### config.mk
export PLATFORM = sky130hd
export DESIGN_NAME = rgb_to_yuv420_converter_core_flat
export DESIGN_NICKNAME = d
export VERILOG_FILES = /design/src/design/ryc_pkg.sv /design/src/design/ryc_if.sv /design/src/design/rgb_to_yuv420_converter_core.sv /design/src/design/ryc_csc.sv /design/src/design/ryc_raster.sv /design/src/flat_wrapper.sv
export SDC_FILE = /design/constraint.sdc
export NUM_CORES = 1
export LEC_CHECK = 0
export BUFFER_PORTS_ARGS = -buffer_cell sky130_fd_sc_hd__buf_2
export CAP_MARGIN = 0
export CORE_MARGIN = 2
export CORE_UTILIZATION = 55
export DETAILED_ROUTE_END_ITERATION = 16
export GPL_TIMING_DRIVEN = 0
export MAX_ROUTING_LAYER = met4
export PLACE_DENSITY = 0.74
export RECOVER_POWER = 25
export SLEW_MARGIN = 20
export SYNTH_ARGS = -nofsm -noshare
export SYNTH_HDL_FRONTEND = slang
export SYNTH_SLANG_ARGS = --single-unit
### constraint.sdc
create_clock -name i_clk -period 16.4 [get_ports i_clk]
set_input_delay 0.82 -clock i_clk [delete_from_list [all_inputs] [get_ports i_clk]]
set_output_delay 0.82 -clock i_clk [all_outputs]
set_load 0.02 [all_outputs]
### src/design/ryc_pkg.sv
package ryc_pkg;

    localparam int CFG_W = 13;
    localparam int APB_DATA_W = 32;
    localparam int APB_ADDR_W = 3;

    localparam logic [CFG_W-1:0] LINE_WIDTH_RST   = 13'd640;
    localparam logic [CFG_W-1:0] FRAME_HEIGHT_RST = 13'd480;

    localparam logic REG_LINE_WIDTH   = 1'b0;
    localparam logic REG_FRAME_HEIGHT = 1'b1;

    typedef enum logic [1:0] {
        KIND_NONE = 2'd0,
        KIND_U    = 2'd1,
        KIND_V    = 2'd2
    } t_chroma_kind;

    typedef struct packed {
        t_chroma_kind kind;
        logic         frame_last;
    } t_raster_tag;

    typedef logic signed [17:0] t_acc;

    function automatic logic [7:0] scale_sample(input t_acc sum, input logic [7:0] bias);
        t_acc shifted;
        shifted = (sum + 18'sd128) >>> 8;
        return shifted[7:0] + bias;
    endfunction

endpackage

### src/design/ryc_if.sv
interface ryc_rgb_if;
    logic       valid;
    logic       ready;
    logic [7:0] red;
    logic [7:0] green;
    logic [7:0] blue;

    modport source (output valid, output red, output green, output blue, input ready);
    modport sink   (input valid, input red, input green, input blue, output ready);
endinterface

interface ryc_yuv_if;
    logic       valid;
    logic       ready;
    logic [7:0] luma;
    logic [7:0] chroma;
    logic [1:0] chroma_kind;
    logic       frame_last;

    modport source (output valid, output luma, output chroma, output chroma_kind,
                    output frame_last, input ready);
    modport sink   (input valid, input luma, input chroma, input chroma_kind,
                    input frame_last, output ready);
endinterface

### src/design/rgb_to_yuv420_converter_core.sv
// RGB24 to YUV 4:2:0 stream converter, BT.601 limited range.
// i_pix takes one RGB pixel per transaction in raster order; o_yuv returns
// one transaction per pixel with luma, and with a U sample on even columns of
// even rows or a V sample on even columns of odd rows (chroma_kind tags it,
// chroma reads 0 on odd columns). frame_last marks the last pixel of a frame.
// line_width (0x0) and frame_height (0x4) are written over the APB port while
// the stream is idle; 0 acts as 1, values above MAX_DIMENSION act as it.
// An accepted pixel passes the input register, then the color matrix into the
// result register, which presents it on o_yuv. Throughput: one pixel per cycle
// unless the receiver stalls, set by the two-register pipeline (input
// register, then result register after the color matrix).
// When the receiver stalls, the result register holds and the input register
// takes one more pixel; i_pix.ready drops once both are full.
// Reset clears the pipeline, the raster position and restores 640x480.
module rgb_to_yuv420_converter_core
    import ryc_pkg::*;
#(
    parameter int MAX_DIMENSION = 4096
) (
    input  logic                  i_clk,
    input  logic                  i_rst_n,
    ryc_rgb_if.sink               i_pix,
    ryc_yuv_if.source             o_yuv,
    input  logic                  psel,
    input  logic                  penable,
    input  logic                  pwrite,
    input  logic [APB_ADDR_W-1:0] paddr,
    input  logic [APB_DATA_W-1:0] pwdata,
    output logic [APB_DATA_W-1:0] prdata,
    output logic                  pready
);

    logic [CFG_W-1:0] r_line_width;
    logic [CFG_W-1:0] r_frame_height;
    logic             cfg_write;

    logic             r_v1;
    logic             r_v2;
    logic             accept;
    logic             adv1;
    t_raster_tag      tag;
    t_raster_tag      r_tag1;
    logic [7:0]       r_red;
    logic [7:0]       r_green;
    logic [7:0]       r_blue;
    logic [7:0]       luma;
    logic [7:0]       cb;
    logic [7:0]       cr;
    logic [7:0]       r_luma;
    logic [7:0]       r_chroma;
    t_chroma_kind     r_kind;
    logic             r_last;

    assign pready    = 1'b1;
    assign cfg_write = psel && penable && pwrite;

    always_comb begin
        unique case (paddr[2])
            REG_LINE_WIDTH:   prdata = APB_DATA_W'(r_line_width);
            REG_FRAME_HEIGHT: prdata = APB_DATA_W'(r_frame_height);
            default:          prdata = '0;
        endcase
    end

    always_ff @(posedge i_clk) begin
        if (!i_rst_n) begin
            r_line_width   <= LINE_WIDTH_RST;
            r_frame_height <= FRAME_HEIGHT_RST;
        end else if (cfg_write) begin
            if (paddr[2] == REG_LINE_WIDTH) begin
                r_line_width <= pwdata[CFG_W-1:0];
            end else begin
                r_frame_height <= pwdata[CFG_W-1:0];
            end
        end
    end

    assign adv1        = !r_v2 || o_yuv.ready;
    assign i_pix.ready = !r_v1 || adv1;
    assign accept      = i_pix.valid && i_pix.ready;

    ryc_raster #(
        .MAX_DIMENSION(MAX_DIMENSION)
    ) u_raster (
        .i_clk          (i_clk),
        .i_rst_n        (i_rst_n),
        .i_advance      (accept),
        .i_line_width   (r_line_width),
        .i_frame_height (r_frame_height),
        .o_tag          (tag)
    );

    ryc_csc u_csc (
        .i_red   (r_red),
        .i_green (r_green),
        .i_blue  (r_blue),
        .o_luma  (luma),
        .o_cb    (cb),
        .o_cr    (cr)
    );

    always_ff @(posedge i_clk) begin
        if (!i_rst_n) begin
            r_v1 <= 1'b0;
            r_v2 <= 1'b0;
        end else begin
            if (accept) begin
                r_v1 <= 1'b1;
            end else if (adv1) begin
                r_v1 <= 1'b0;
            end
            if (adv1) begin
                r_v2 <= r_v1;
            end
        end
    end

    always_ff @(posedge i_clk) begin
        if (accept) begin
            r_red   <= i_pix.red;
            r_green <= i_pix.green;
            r_blue  <= i_pix.blue;
            r_tag1  <= tag;
        end
        if (adv1 && r_v1) begin
            r_luma <= luma;
            r_kind <= r_tag1.kind;
            r_last <= r_tag1.frame_last;
            case (r_tag1.kind)
                KIND_U:  r_chroma <= cb;
                KIND_V:  r_chroma <= cr;
                default: r_chroma <= 8'd0;
            endcase
        end
    end

    assign o_yuv.valid       = r_v2;
    assign o_yuv.luma        = r_luma;
    assign o_yuv.chroma      = r_chroma;
    assign o_yuv.chroma_kind = r_kind;
    assign o_yuv.frame_last  = r_last;

    a_no_chroma_zero: assert property (@(posedge i_clk) disable iff (!i_rst_n)
        (o_yuv.valid && o_yuv.chroma_kind == KIND_NONE) |-> o_yuv.chroma == 8'd0)
        else $error("chroma not zero on a luma-only transaction");

    a_luma_range: assert property (@(posedge i_clk) disable iff (!i_rst_n)
        o_yuv.valid |-> (o_yuv.luma >= 8'd16 && o_yuv.luma <= 8'd235))
        else $error("luma outside limited range");

    a_full_stall: assert property (@(posedge i_clk) disable iff (!i_rst_n)
        (r_v1 && r_v2 && !o_yuv.ready) |-> !i_pix.ready)
        else $error("input taken with both pipeline registers full");

    a_stage_move: assert property (@(posedge i_clk) disable iff (!i_rst_n)
        (r_v1 && adv1) |=> r_v2)
        else $error("pipeline dropped a pixel");

endmodule

### src/design/ryc_csc.sv
module ryc_csc
    import ryc_pkg::*;
(
    input  logic [7:0] i_red,
    input  logic [7:0] i_green,
    input  logic [7:0] i_blue,
    output logic [7:0] o_luma,
    output logic [7:0] o_cb,
    output logic [7:0] o_cr
);

    t_acc r;
    t_acc g;
    t_acc b;
    t_acc sum_y;
    t_acc sum_u;
    t_acc sum_v;

    assign r = $signed({10'b0, i_red});
    assign g = $signed({10'b0, i_green});
    assign b = $signed({10'b0, i_blue});

    assign sum_y = 18'sd66 * r + 18'sd129 * g + 18'sd25 * b;
    assign sum_u = 18'sd112 * b - 18'sd38 * r - 18'sd74 * g;
    assign sum_v = 18'sd112 * r - 18'sd94 * g - 18'sd18 * b;

    assign o_luma = scale_sample(sum_y, 8'd16);
    assign o_cb   = scale_sample(sum_u, 8'd128);
    assign o_cr   = scale_sample(sum_v, 8'd128);

endmodule

### src/design/ryc_raster.sv
module ryc_raster
    import ryc_pkg::*;
#(
    parameter int MAX_DIMENSION = 4096
) (
    input  logic             i_clk,
    input  logic             i_rst_n,
    input  logic             i_advance,
    input  logic [CFG_W-1:0] i_line_width,
    input  logic [CFG_W-1:0] i_frame_height,
    output t_raster_tag      o_tag
);

    localparam int CNT_W = $clog2(MAX_DIMENSION);
    localparam int EW    = (CNT_W + 1 > CFG_W) ? CNT_W + 1 : CFG_W;
    localparam logic [EW-1:0] MAX_DIM = EW'(MAX_DIMENSION);

    logic [CNT_W-1:0] r_col;
    logic [CNT_W-1:0] r_row;
    logic [CNT_W-1:0] n_col;
    logic [CNT_W-1:0] n_row;
    logic [EW-1:0]    w_eff;
    logic [EW-1:0]    h_eff;
    logic             row_end;
    logic             frame_end;

    always_comb begin
        if (i_line_width == '0) begin
            w_eff = EW'(1);
        end else if (EW'(i_line_width) > MAX_DIM) begin
            w_eff = MAX_DIM;
        end else begin
            w_eff = EW'(i_line_width);
        end
        if (i_frame_height == '0) begin
            h_eff = EW'(1);
        end else if (EW'(i_frame_height) > MAX_DIM) begin
            h_eff = MAX_DIM;
        end else begin
            h_eff = EW'(i_frame_height);
        end
    end

    assign row_end   = (EW'(r_col) + EW'(1)) >= w_eff;
    assign frame_end = row_end && ((EW'(r_row) + EW'(1)) >= h_eff);

    always_comb begin
        n_col = r_col;
        n_row = r_row;
        if (i_advance) begin
            if (row_end) begin
                n_col = '0;
                n_row = frame_end ? '0 : r_row + CNT_W'(1);
            end else begin
                n_col = r_col + CNT_W'(1);
            end
        end
    end

    always_ff @(posedge i_clk) begin
        if (!i_rst_n) begin
            r_col <= '0;
            r_row <= '0;
        end else begin
            r_col <= n_col;
            r_row <= n_row;
        end
    end

    always_comb begin
        o_tag.frame_last = frame_end;
        if (r_col[0]) begin
            o_tag.kind = KIND_NONE;
        end else if (r_row[0]) begin
            o_tag.kind = KIND_V;
        end else begin
            o_tag.kind = KIND_U;
        end
    end

endmodule
### src/flat_wrapper.sv
// flat-port wrapper written by rule: the top's interface ports become plain ports
module rgb_to_yuv420_converter_core_flat import ryc_pkg::*;
#(
    parameter int MAX_DIMENSION = 4096
)
  (i_clk, i_rst_n, psel, penable, pwrite, paddr, pwdata, prdata, pready, i_pix_valid, i_pix_red, i_pix_green, i_pix_blue, i_pix_ready, o_yuv_valid, o_yuv_luma, o_yuv_chroma, o_yuv_chroma_kind, o_yuv_frame_last, o_yuv_ready);
  ryc_rgb_if i_pix_i ();
  ryc_yuv_if o_yuv_i ();
  input  logic i_clk;
  input  logic i_rst_n;
  input  logic psel;
  input  logic penable;
  input  logic pwrite;
  input  logic [APB_ADDR_W-1:0] paddr;
  input  logic [APB_DATA_W-1:0] pwdata;
  output logic [APB_DATA_W-1:0] prdata;
  output logic pready;
  input wire logic [$bits(i_pix_i.valid)-1:0] i_pix_valid;
  input wire logic [$bits(i_pix_i.red)-1:0] i_pix_red;
  input wire logic [$bits(i_pix_i.green)-1:0] i_pix_green;
  input wire logic [$bits(i_pix_i.blue)-1:0] i_pix_blue;
  output wire logic [$bits(i_pix_i.ready)-1:0] i_pix_ready;
  output wire logic [$bits(o_yuv_i.valid)-1:0] o_yuv_valid;
  output wire logic [$bits(o_yuv_i.luma)-1:0] o_yuv_luma;
  output wire logic [$bits(o_yuv_i.chroma)-1:0] o_yuv_chroma;
  output wire logic [$bits(o_yuv_i.chroma_kind)-1:0] o_yuv_chroma_kind;
  output wire logic [$bits(o_yuv_i.frame_last)-1:0] o_yuv_frame_last;
  input wire logic [$bits(o_yuv_i.ready)-1:0] o_yuv_ready;
  assign i_pix_i.valid = i_pix_valid;
  assign i_pix_i.red = i_pix_red;
  assign i_pix_i.green = i_pix_green;
  assign i_pix_i.blue = i_pix_blue;
  assign i_pix_ready = i_pix_i.ready;
  assign o_yuv_valid = o_yuv_i.valid;
  assign o_yuv_luma = o_yuv_i.luma;
  assign o_yuv_chroma = o_yuv_i.chroma;
  assign o_yuv_chroma_kind = o_yuv_i.chroma_kind;
  assign o_yuv_frame_last = o_yuv_i.frame_last;
  assign o_yuv_i.ready = o_yuv_ready;
  rgb_to_yuv420_converter_core #(.MAX_DIMENSION(MAX_DIMENSION)) u_core (.i_clk(i_clk), .i_rst_n(i_rst_n), .i_pix(i_pix_i), .o_yuv(o_yuv_i), .psel(psel), .penable(penable), .pwrite(pwrite), .paddr(paddr), .pwdata(pwdata), .prdata(prdata), .pready(pready));
endmodule
==> flow_metrics.py, run 1 <==
metrics = {
    "clocking": {
        "postCtsSetupRepairBufs": 0,
        "cts_root_buf": "clkbuf_16",
        "cts_buffer_depth": 2,
        "cts_resized": 0,
        "cts_tree": "yes",
        "clk_latency_ns": 0.37,
        "cts_htree_levels": 3,
        "numCtsBuffers": 9,
        "holdBufCountCts": 0,
        "clk_pin_slew_ns": 0.08,
        "cts_sinks": 98,
    },
    "worst_setup_path": {
        "r2r_slack_ns": 9.57,
        "reg2reg_depth": 25,
        "crit_required_ns": 16.58,
        "path_buf_inv": 5,
        "cp_data_arrival_time_ns": 7.02,
        "cp_top_family": "adder cells",
        "cp_common_cell": "inv_1",
        "rr_endpoint": "u_core.o_yuv.chroma[7]",
        "cp_slowest_cell": "edfxtp_1",
        "cp_max_fo": 7,
        "start_kind": "flop",
        "cp_slowest_stage_delay_ns": 0.79,
        "reg2reg_from": "u_core.r_green[3]",
        "cp-end-kind": "flop",
        "worstSetupPathType": "flop to flop",
    },
    "timing": {
        "max_slew.worst_pin.slew_ns": 2.06,
        "final.setup.worst_slack_ns": 9.57,
        "setup_violations": 0,
        "rsz0062_at_grt": "no",
        "max_freq_mhz": 146,
        "relSlewSlack": -0.378,
        "tns_ns": 0,
        "finalHoldViolCount": 0,
        "min_period_ns": 6.83,
        "period_share": 0.417,
        "finalMaxSlewViolations": 20,
        "skew_ns": 0.0147,
    },
    "layout": {
        "drive_gt1_frac": 0.0968,
        "seq_area_mm2": 0.00242,
        "nFillCells": 1904,
        "final_core_util": 0.608,
        "finish.net_count": 1789,
        "multi_input_area_mm2": 0.00869,
        "insertedDiodeCount": 0,
        "area_growth_syn_to_layout_pct": 9.20,
    },
    "pwr": {
        "p_leak_nw": 6.78,
        "power_density_mw_per_mm2": 163,
        "vdd_drop_max_uv": 105,
    },
    "yosys": {
        "ys_types": 62,
        "yosys.area_share.simple": 0.104,
        "syn_area_mm2": 0.0120,
        "syn_area_per_cell_um2": 9.45,
        "yosysWarnings": 0,
        "netlist_instances": 1273,
        "synth_seq_cells": 98,
        "synth_edf_count": 46,
        "synth.area.mux_share": 0.0121,
        "async_reset_ff_frac": 0,
        "synth_fa_ha_area_frac": 0.407,
        "ys.flop_type": "dfxtp_1",
        "synth-compound-area-share": 0.119,
        "synth_top_family_by_area": "adder cells",
        "seq_area_frac_synth": 0.201,
        "synthXorXnorAreaFrac": 0.0750,
    },
    "global_route": {
        "grt_pass1_vias": 9196,
        "antenna_found_initial": 0,
        "groute.usage.overall": 0.234,
        "grt_pass1_wl_um": 43000,
        "grt_max_degree": 31,
        "overflow": 0,
    },
    "placement": {
        "io_buffers": 77,
        "dp_hpwl_um": 20800,
        "gp_routability_congestion": 0.872,
        "pre_cts_slack_ns": 9.63,
    },
    "drt": {
        "drc_errors": 0,
        "vias": 8950,
        "dr.pass1.iters": 5,
        "routed_wl_um": 25400,
        "drt_iter0_markers": 334,
        "viasPerCell": 5.38,
        "ant_nets": 0,
        "wl_per_cell_um": 15.3,
    },
    "run": {
        "cap_violations": 1,
    },
    "worst_hold_path": {
        "hp-class": "flop to flop",
        "hold_depth": 2,
        "hold_start": "u_core.r_line_width[12]",
        "holdPathEnd": "u_core.r_line_width[12]",
    },
    "floorplan": {
        "std_cell_rows": 54,
        "initial_utilization": 0.556,
        "ioPinCount": 120,
        "die-area_mm2": 0.0231,
        "die_w_um": 152,
        "die_h_um": 152,
        "core_mm2": 0.0216,
    },
    "status": {
        "violations": "max-capacitance violations, max-slew violations",
        "outcome": "finished, violations left",
    },
}
==> synthesized netlist by cell type (all sizes together), types with 2 or more instances <==
library cell / n / area (um2)
o21ai: 29 / 145
nor4: 8 / 50.1
and2: 3 / 18.8
ha: 263 / 3290
nand3: 14 / 70.1
nand2: 102 / 383
a21boi: 29 / 218
nor2b: 19 / 119
and3b: 2 / 17.5
nand2b: 7 / 43.8
nand4bb: 5 / 56.3
a21oi: 68 / 348
inv: 202 / 758
a221oi: 2 / 23.8
o22ai: 3 / 18.8
o21a: 8 / 60.1
dfxtp: 52 / 1040
xor2: 39 / 342
clkbuf: 15 / 56.3
nor4b: 4 / 35.0
o21bai: 20 / 150
a211oi: 4 / 30.0
or3: 3 / 18.8
and3: 15 / 93.8
xnor2: 64 / 561
mux2: 12 / 135
buf: 22 / 165
edfxtp: 46 / 1380
nor3: 5 / 25.0
fa: 80 / 1600
o31ai: 3 / 22.5
o311ai: 2 / 17.5
a31oi: 3 / 25.0
o211ai: 4 / 30.0
nand4: 9 / 56.3
and4: 3 / 26.3
a21o: 32 / 240
a22oi: 2 / 15.0
nor2: 55 / 206
conb: 2 / 7.51
==> worst register-to-register path: cells and delay by family, from the launching register on <==
family,cells,cell delay [ns]
xor+xnor,2,0.31
fa+ha+maj,7,3.05
buf+inv,5,0.40
simple gates,4,0.48
compound gates,7,1.63
flops,1,0.79
==> routing by layer <==
layer / vias up / part of all wire / GRT usage
met2: 149 / 0.48 / 0.384
met4: 0 / 0.018 / 0.0650
met1: 4285 / 0.47 / 0.306
li1: 4481 / - / -
met5: - / 0 / -
met3: 35 / 0.034 / 0.0302
==> flip-flops by register name (all words and copies together) (netlist names) <==
name	cells
u_core.o_yuv.chroma	8
u_core.o_yuv.chroma_kind	2
u_core.o_yuv.frame_last	1
u_core.o_yuv.luma	8
u_core.o_yuv.valid	1
u_core.r_blue	8
u_core.r_frame_height	13
u_core.r_green	8
u_core.r_line_width	13
u_core.r_red	8
u_core.r_tag1	3
u_core.r_v1	1
u_core.u_raster.r_col	12
u_core.u_raster.r_row	12
==> stage by stage <==
step                hold WS, ns  power, mW  cells  area (um2)
floorplan                 0.400       1.57   1291       12100
global placement          0.470       1.89   1648       12800
detailed placement        0.473       1.92   1649       12900
CTS                       0.489       2.15   1665       13100
global route              0.494       2.38   1665       13100
finish                    0.491       2.14   1665       13100
==> worst max path at each step <==
stage	from	to	cells past startpoint
after global placement	u_core.r_green[3]	u_core.o_yuv.chroma[7]	25
after global routing	u_core.r_green[3]	u_core.o_yuv.chroma[7]	25
after CTS	u_core.r_green[3]	u_core.o_yuv.chroma[7]	25
final	u_core.r_green[3]	u_core.o_yuv.chroma[7]	25
after detailed placement	u_core.r_green[3]	u_core.o_yuv.chroma[7]	25
after floorplan	u_core.r_green[3]	u_core.o_yuv.chroma[7]	25
==> placed cells by master (no fill, tap or decap), types with 5 or more instances in the layout <==
| cell | instances |
|---|---|
| a21boi_0 | 23 |
| a21boi_1 | 6 |
| a21o_1 | 32 |
| a21oi_1 | 66 |
| and3_1 | 15 |
| buf_2 | 75 |
| buf_4 | 20 |
| clkbuf_1 | 16 |
| clkbuf_16 | 9 |
| conb_1 | 20 |
| dfxtp_1 | 52 |
| edfxtp_1 | 46 |
| fa_1 | 80 |
| ha_1 | 263 |
| inv_1 | 201 |
| mux2_2 | 12 |
| nand2_1 | 102 |
| nand2b_1 | 7 |
| nand3_1 | 14 |
| nand4_1 | 9 |
| nand4bb_1 | 5 |
| nor2_1 | 55 |
| nor2b_1 | 19 |
| nor3_1 | 5 |
| nor4_1 | 8 |
| o21a_1 | 8 |
| o21ai_0 | 22 |
| o21ai_1 | 7 |
| o21bai_1 | 20 |
| xnor2_1 | 64 |
| xor2_1 | 39 |
==> area by class of cell <==
| cell class | count | share of cell area |
|---|---|---|
| Buffer | 37 | 0.0170 |
| Clock buffer | 9 | 0.0171 |
| Clock inverter | 7 | 0.00457 |
| Inverter | 202 | 0.0577 |
| Multi-Input combinational cell | 954 | 0.662 |
| Sequential cell | 98 | 0.184 |
| Tap cell | 280 | 0.0267 |
| Timing Repair Buffer | 78 | 0.0307 |
==> cell families after synthesis <==
| family | after synthesis |
|---|---|
| adders and majority gates | 343 |
| and+or+nand+nor | 258 |
| buffers and inverters | 239 |
| AOI/OAI and AO/OA | 217 |
| xor gates and xnor gates | 103 |
| DFF | 98 |
| muxes | 13 |
| other | 2 |
==> report_power, final <==
group / internal (mW) / switching (mW) / total (mW) / leakage, nW
sequential: 0.311 / 0.0217 / 0.333 / 0.865
clock: 0.105 / 0.101 / 0.206 / 0.144
combinational: 0.699 / 0.898 / 1.60 / 5.77
Note: power is estimated with default switching activity, not from simulation.
==> run 2: changes to the inputs <==
clock period = 7.1 ns   (was 16.4 ns; I/O delays follow)
==> run 2 against run 1 <==
  * The flow now finishes without violations
  * Utilization increased by 0.44 points
  * Sequential power increased by 130%
  * Critical path depth is the same
  * Critical path type unchanged
  * Highest routed layer unchanged
==> flow_metrics.py, run 2 (synthesis gave the netlist of run 1 again) <==
metrics = {
    "floorplan": {
        "initial_utilization": 0.556,
        "die_h_um": 152,
        "core_mm2": 0.0216,
        "std_cell_rows": 54,
        "die_w_um": 152,
        "die-area_mm2": 0.0231,
        "ioPinCount": 120,
    },
    "drt": {
        "dr.pass1.iters": 4,
        "viasPerCell": 5.36,
        "vias": 8976,
        "drc_errors": 0,
        "wl_per_cell_um": 15.2,
        "ant_nets": 0,
        "drt_iter0_markers": 392,
        "routed_wl_um": 25500,
    },
    "run": {
        "cap_violations": 0,
    },
    "layout": {
        "drive_gt1_frac": 0.100,
        "final_common_cell": "ha_1",
        "nFillCells": 1899,
        "reg_top3": "u_core.r_frame_height: 13 flops, u_core.r_line_width: 13 flops",
        "insertedDiodeCount": 0,
        "area_growth_syn_to_layout_pct": 10.0,
        "layout_common_cells": "ha_1, inv_1, nand2_1",
        "finish.net_count": 1800,
    },
    "worst_setup_path": {
        "cp-end-kind": "flop",
        "cp_data_arrival_time_ns": 6.77,
        "start_kind": "flop",
        "crit_required_ns": 7.28,
        "cp_max_fo": 4,
        "worstSetupPathType": "flop to flop",
    },
    "clocking": {
        "clk_latency_ns": 0.37,
        "cts_resized": 0,
        "cts_buffer_depth": 2,
        "clk_pin_slew_ns": 0.08,
        "cts_htree_levels": 3,
        "cts_sinks": 98,
        "cts_root_buf": "clkbuf_16",
        "numCtsBuffers": 9,
        "cts_tree": "yes",
    },
    "timing": {
        "tns_ns": 0,
        "max_freq_mhz": 152,
        "finalHoldViolCount": 0,
        "finalMaxSlewViolations": 0,
        "max_slew.worst_pin.slew_ns": 0.725,
        "relSlewSlack": 0.516,
        "min_period_ns": 6.58,
        "setup_violations": 0,
        "skew_ns": 0.0160,
        "whs_ns": 0.158,
        "rsz0062_at_grt": "no",
        "period_share": 0.927,
    },
    "placement": {
        "dp_hpwl_um": 20800,
        "io_buffers": 77,
        "gp_routability_congestion": 0.872,
    },
    "global_route": {
        "grt_pass1_wl_um": 43000,
        "antenna_found_initial": 0,
        "grt_max_degree": 31,
        "overflow": 0,
        "groute.usage.overall": 0.234,
        "grt_pass1_vias": 9196,
    },
    "pwr": {
        "vdd_drop_max_uv": 243,
        "power_density_mw_per_mm2": 373,
        "p_leak_nw": 6.82,
    },
    "worst_hold_path": {
        "hp-class": "input pin to flop",
    },
    "status": {
        "outcome": "finished clean",
    },
}
==> run 2: worst paths after layout <==
path                                         startpoint                      end  slack (ns)  cells past startpoint
worst max register to register        u_core.r_green[2]   u_core.o_yuv.chroma[7]        0.52                     25
worst min-delay path                     i_pix_green[7]        u_core.r_green[7]        0.16                      1
worst max-delay path                  u_core.r_green[2]   u_core.o_yuv.chroma[7]        0.52                     25
worst min register to register  u_core.r_line_width[12]  u_core.r_line_width[12]        0.49                      2
==> run 2: per-stage QoR <==
step                      utilization  power, mW  instances  instance area [um2]  worst slack, ns
final                           0.612       4.94       1676                13200            0.518
after global routing            0.612       5.50       1676                13200         0.000566
after CTS                       0.608       4.96       1665                13100            0.308
after detailed placement        0.595       4.44       1649                12900            0.327
after global placement          0.594       4.36       1648                12800            0.466
after floorplan                     -       3.62       1291                12100             1.32
==> run 2: area by class of cell <==
cell class	count	area, um2	share of cell area
repair buffers	89	490	0.0371
flip-flops and latches	98	2420	0.183
well taps	280	350	0.0265
clock buffers	9	225	0.0170
clock inverters	7	60.1	0.00454
plain buffers	37	223	0.0168
inverters	202	758	0.0573
multi-input cells	954	8700	0.658
==> run 2: worst max-delay path, cell delays in order, from the launching register on <==
cell	delay, ns
edfxtp_1	0.54
inv_1	0.19
fa_1	0.56
inv_1	0.04
ha_1	0.29
fa_1	0.58
inv_1	0.07
fa_1	0.46
nor2b_1	0.12
o21ai_0	0.12
a21boi_0	0.26
o21ai_0	0.17
a21oi_1	0.21
nor2_1	0.09
xnor2_1	0.16
fa_1	0.54
inv_1	0.04
ha_1	0.30
ha_1	0.34
nor2b_1	0.15
nor2_1	0.12
inv_1	0.05
a221oi_1	0.47
o21bai_1	0.14
xnor2_1	0.15
a211oi_1	0.24
==> run 2: report_power, final <==
part	switching (mW)	leakage (nW)	internal (mW)	total, mW
Clock	0.232	0.144	0.244	0.475
Sequential	0.0468	0.865	0.718	0.765
Combinational	2.08	5.81	1.62	3.70
Total	2.36	6.82	2.58	4.94
==> run 2: repair_timing <==
action                     4_1_cts  5_1_grt
setup buffers                    0       11
hold endpoints to repair         0        0
setup endpoints to repair        0        2
hold buffers                     0        0
==> run 2: layer usage <==
metal	up-vias	track usage	part of all wire
met4	0	0.0650	0.017
met1	4281	0.306	0.47
met3	34	0.0302	0.034
met5	-	-	0
met2	155	0.384	0.48
li1	4506	-	-
==> run 3: changes to the inputs <==
--- a/config.mk
+++ b/config.mk
@@ -10,7 +10,8 @@
 export CORE_MARGIN = 2
-export CORE_UTILIZATION = 55
+export CORE_UTILIZATION = 40
 export DETAILED_ROUTE_END_ITERATION = 16
 export GPL_TIMING_DRIVEN = 0
+export HOLD_SLACK_MARGIN = 0.05
 export MAX_ROUTING_LAYER = met4
-export PLACE_DENSITY = 0.74
+export PLACE_DENSITY = 0.57
 export RECOVER_POWER = 25
==> constraint.sdc (replaced) <==
create_clock -name i_clk -period 7.1 [get_ports i_clk]
set_input_delay 1.42 -clock i_clk [delete_from_list [all_inputs] [get_ports i_clk]]
set_output_delay 1.42 -clock i_clk [all_outputs]
set_load 0.02 [all_outputs]
==> run 3 against run 2 <==
  * Maximum frequency up 1.8%
  * Cell area up 1.0%
  * Clock power up 4%
  * Combinational power about the same
  * Critical path type unchanged
  * Hold slack better by 0.33 ns
  * Via count down 2.8%
  * First-iteration DRC count down 16%
  * Highest routed layer unchanged
  * Clock-buffer cell count unchanged
  * The run now ends with max-capacitance violations, max-slew violations left
==> flow_metrics.py, run 3 (synthesis gave the netlist of run 1 again) <==
metrics = {
    "floorplan": {
        "initial_utilization": 0.406,
        "die_h_um": 177,
        "die-area_mm2": 0.0315,
        "std_cell_rows": 63,
        "die_w_um": 177,
        "ioPinCount": 120,
        "core_mm2": 0.0296,
    },
    "clocking": {
        "clk_pin_slew_ns": 0.08,
        "clk_latency_ns": 0.37,
        "cts_buffer_depth": 2,
        "cts_root_buf": "clkbuf_16",
        "cts_htree_levels": 3,
        "holdBufCountCts": 0,
        "cts_tree": "yes",
        "numCtsBuffers": 9,
        "cts_sinks": 98,
    },
    "pwr": {
        "power_density_mw_per_mm2": 373,
        "power_mw": 4.98,
        "vdd_drop_max_uv": 317,
        "p_leak_nw": 6.83,
    },
    "worst_setup_path": {
        "worstSetupPathType": "flop to flop",
        "reg2reg_depth": 25,
        "cp-end-kind": "flop",
        "rr_endpoint": "u_core.o_yuv.chroma[7]",
        "cp_data_arrival_time_ns": 6.66,
        "reg2reg_from": "u_core.r_green[1]",
        "start_kind": "flop",
        "cp_max_fo": 7,
        "r2r_slack_ns": 0.64,
        "crit_required_ns": 7.30,
    },
    "timing": {
        "finalHoldViolCount": 0,
        "min_period_ns": 6.46,
        "skew_ns": 0.0136,
        "max_freq_mhz": 155,
        "period_share": 0.910,
        "finalMaxSlewViolations": 20,
        "max_slew.worst_pin.slew_ns": 2.18,
        "rsz0062_at_grt": "no",
        "relSlewSlack": -0.458,
        "tns_ns": 0,
        "setup_violations": 0,
    },
    "layout": {
        "area_growth_syn_to_layout_pct": 11.2,
        "final_cell_area_mm2": 0.0134,
        "reg_top3": "u_core.r_frame_height: 13 flops, u_core.r_line_width: 13 flops",
        "layout_common_cells": "ha_1, inv_1, nand2_1",
        "finish.net_count": 1798,
        "insertedDiodeCount": 0,
        "drive_gt1_frac": 0.102,
        "final_common_cell": "ha_1",
    },
    "drt": {
        "wl_per_cell_um": 14.6,
        "routed_wl_um": 26100,
        "drt_iter0_markers": 330,
        "ant_nets": 0,
        "drc_errors": 0,
        "dr.pass1.iters": 4,
        "viasPerCell": 4.89,
        "vias": 8727,
    },
    "worst_hold_path": {
        "holdPathEnd": "u_core.o_yuv.frame_last",
        "hold_depth": 0,
        "hp-class": "flop to flop",
        "hold_start": "u_core.r_tag1[0]",
    },
    "global_route": {
        "grt_pass1_wl_um": 43000,
        "grt_util_met2": 0.288,
        "antenna_found_initial": 0,
        "grt_max_degree": 21,
        "use_met1": 0.245,
        "overflow": 0,
        "groute.usage.overall": 0.180,
        "busiest_layer": "met2",
        "grt_pass1_vias": 8753,
        "grtUsageMet3": 0.0159,
    },
    "placement": {
        "postPlaceCellArea_mm2": 0.0130,
        "io_buffers": 77,
        "dp_hpwl_um": 21700,
        "gp_routability_congestion": 0.827,
    },
    "status": {
        "violations": "max-capacitance violations, max-slew violations",
        "outcome": "finished, violations left",
    },
    "run": {
        "cap_violations": 1,
    },
}
## run 3: cell types whose count changed in the layout (fill, tap and decap cells not counted), sizes merged
cell	change
buf	+3
clkbuf	-5
## run 3: what timing repair did
item / CTS / global route
resized for setup: 0 / 0
buffers inserted: 0 / 9
endpoints found under the setup margin: 0 / 1
## run 3: power by group
group,switching (mW),total (mW),leakage (nW),internal (mW)
logic,2.10,3.73,5.82,1.62
registers,0.0472,0.766,0.865,0.719
clock network,0.243,0.492,0.147,0.248
total,2.39,4.98,6.83,2.59
## run 3: final cells by class
type	instances	area, um2
Buffer	37	223
Clock buffer	9	225
Clock inverter	7	70.1
Fill cell	2965	16300
Inverter	202	758
Multi-Input combinational cell	954	8690
Sequential cell	98	2420
Tap cell	390	488
Timing Repair Buffer	87	489
## run 3: critical path, cell delays in order, from the launching register on
cell and delay, ns:
edfxtp_1 0.64, inv_1 0.23, fa_1 0.57, inv_1 0.04, ha_1 0.18, fa_1 0.53
inv_1 0.06, fa_1 0.46, nor2b_1 0.12, o21ai_0 0.11, a21boi_0 0.25, o21ai_0 0.16
a21oi_1 0.22, nor2_1 0.08, xnor2_1 0.18, fa_1 0.55, inv_1 0.04, ha_1 0.29
ha_1 0.34, nor2b_1 0.16, nor2_1 0.12, inv_1 0.06, a221oi_1 0.42, o21bai_1 0.13
xnor2_1 0.14, a211oi_1 0.23
## run 3: how the worst max path moves through the flow
stage	startpoint	to	slack, ns
4_1_cts	u_core.r_green[3]	u_core.o_yuv.chroma[7]	0.39
6_report	u_core.r_green[1]	u_core.o_yuv.chroma[7]	0.64
5_1_grt	u_core.r_green[1]	u_core.o_yuv.chroma[7]	0.09
3_3_place_gp	u_core.r_green[3]	u_core.o_yuv.chroma[7]	0.43
2_1_floorplan	u_core.r_green[3]	u_core.o_yuv.chroma[7]	1.32
3_5_place_dp	u_core.r_green[3]	u_core.o_yuv.chroma[7]	0.39
## run 3: through the flow
stage / hold WS, ns / std cells / utilization / setup WS, ns
after floorplan: 0.400 / 1291 / - / 1.32
after global placement: 0.471 / 1758 / 0.438 / 0.428
after detailed placement: 0.476 / 1759 / 0.439 / 0.395
after CTS: 0.490 / 1775 / 0.449 / 0.386
after global routing: 0.510 / 1784 / 0.451 / 0.0908
final: 0.490 / 1784 / 0.451 / 0.636
## run 3: metal layers
layer,wire length (um),part of all wire
met4,380,0.015
met5,0,0
met2,12000,0.46
met1,13200,0.51
met3,463,0.018
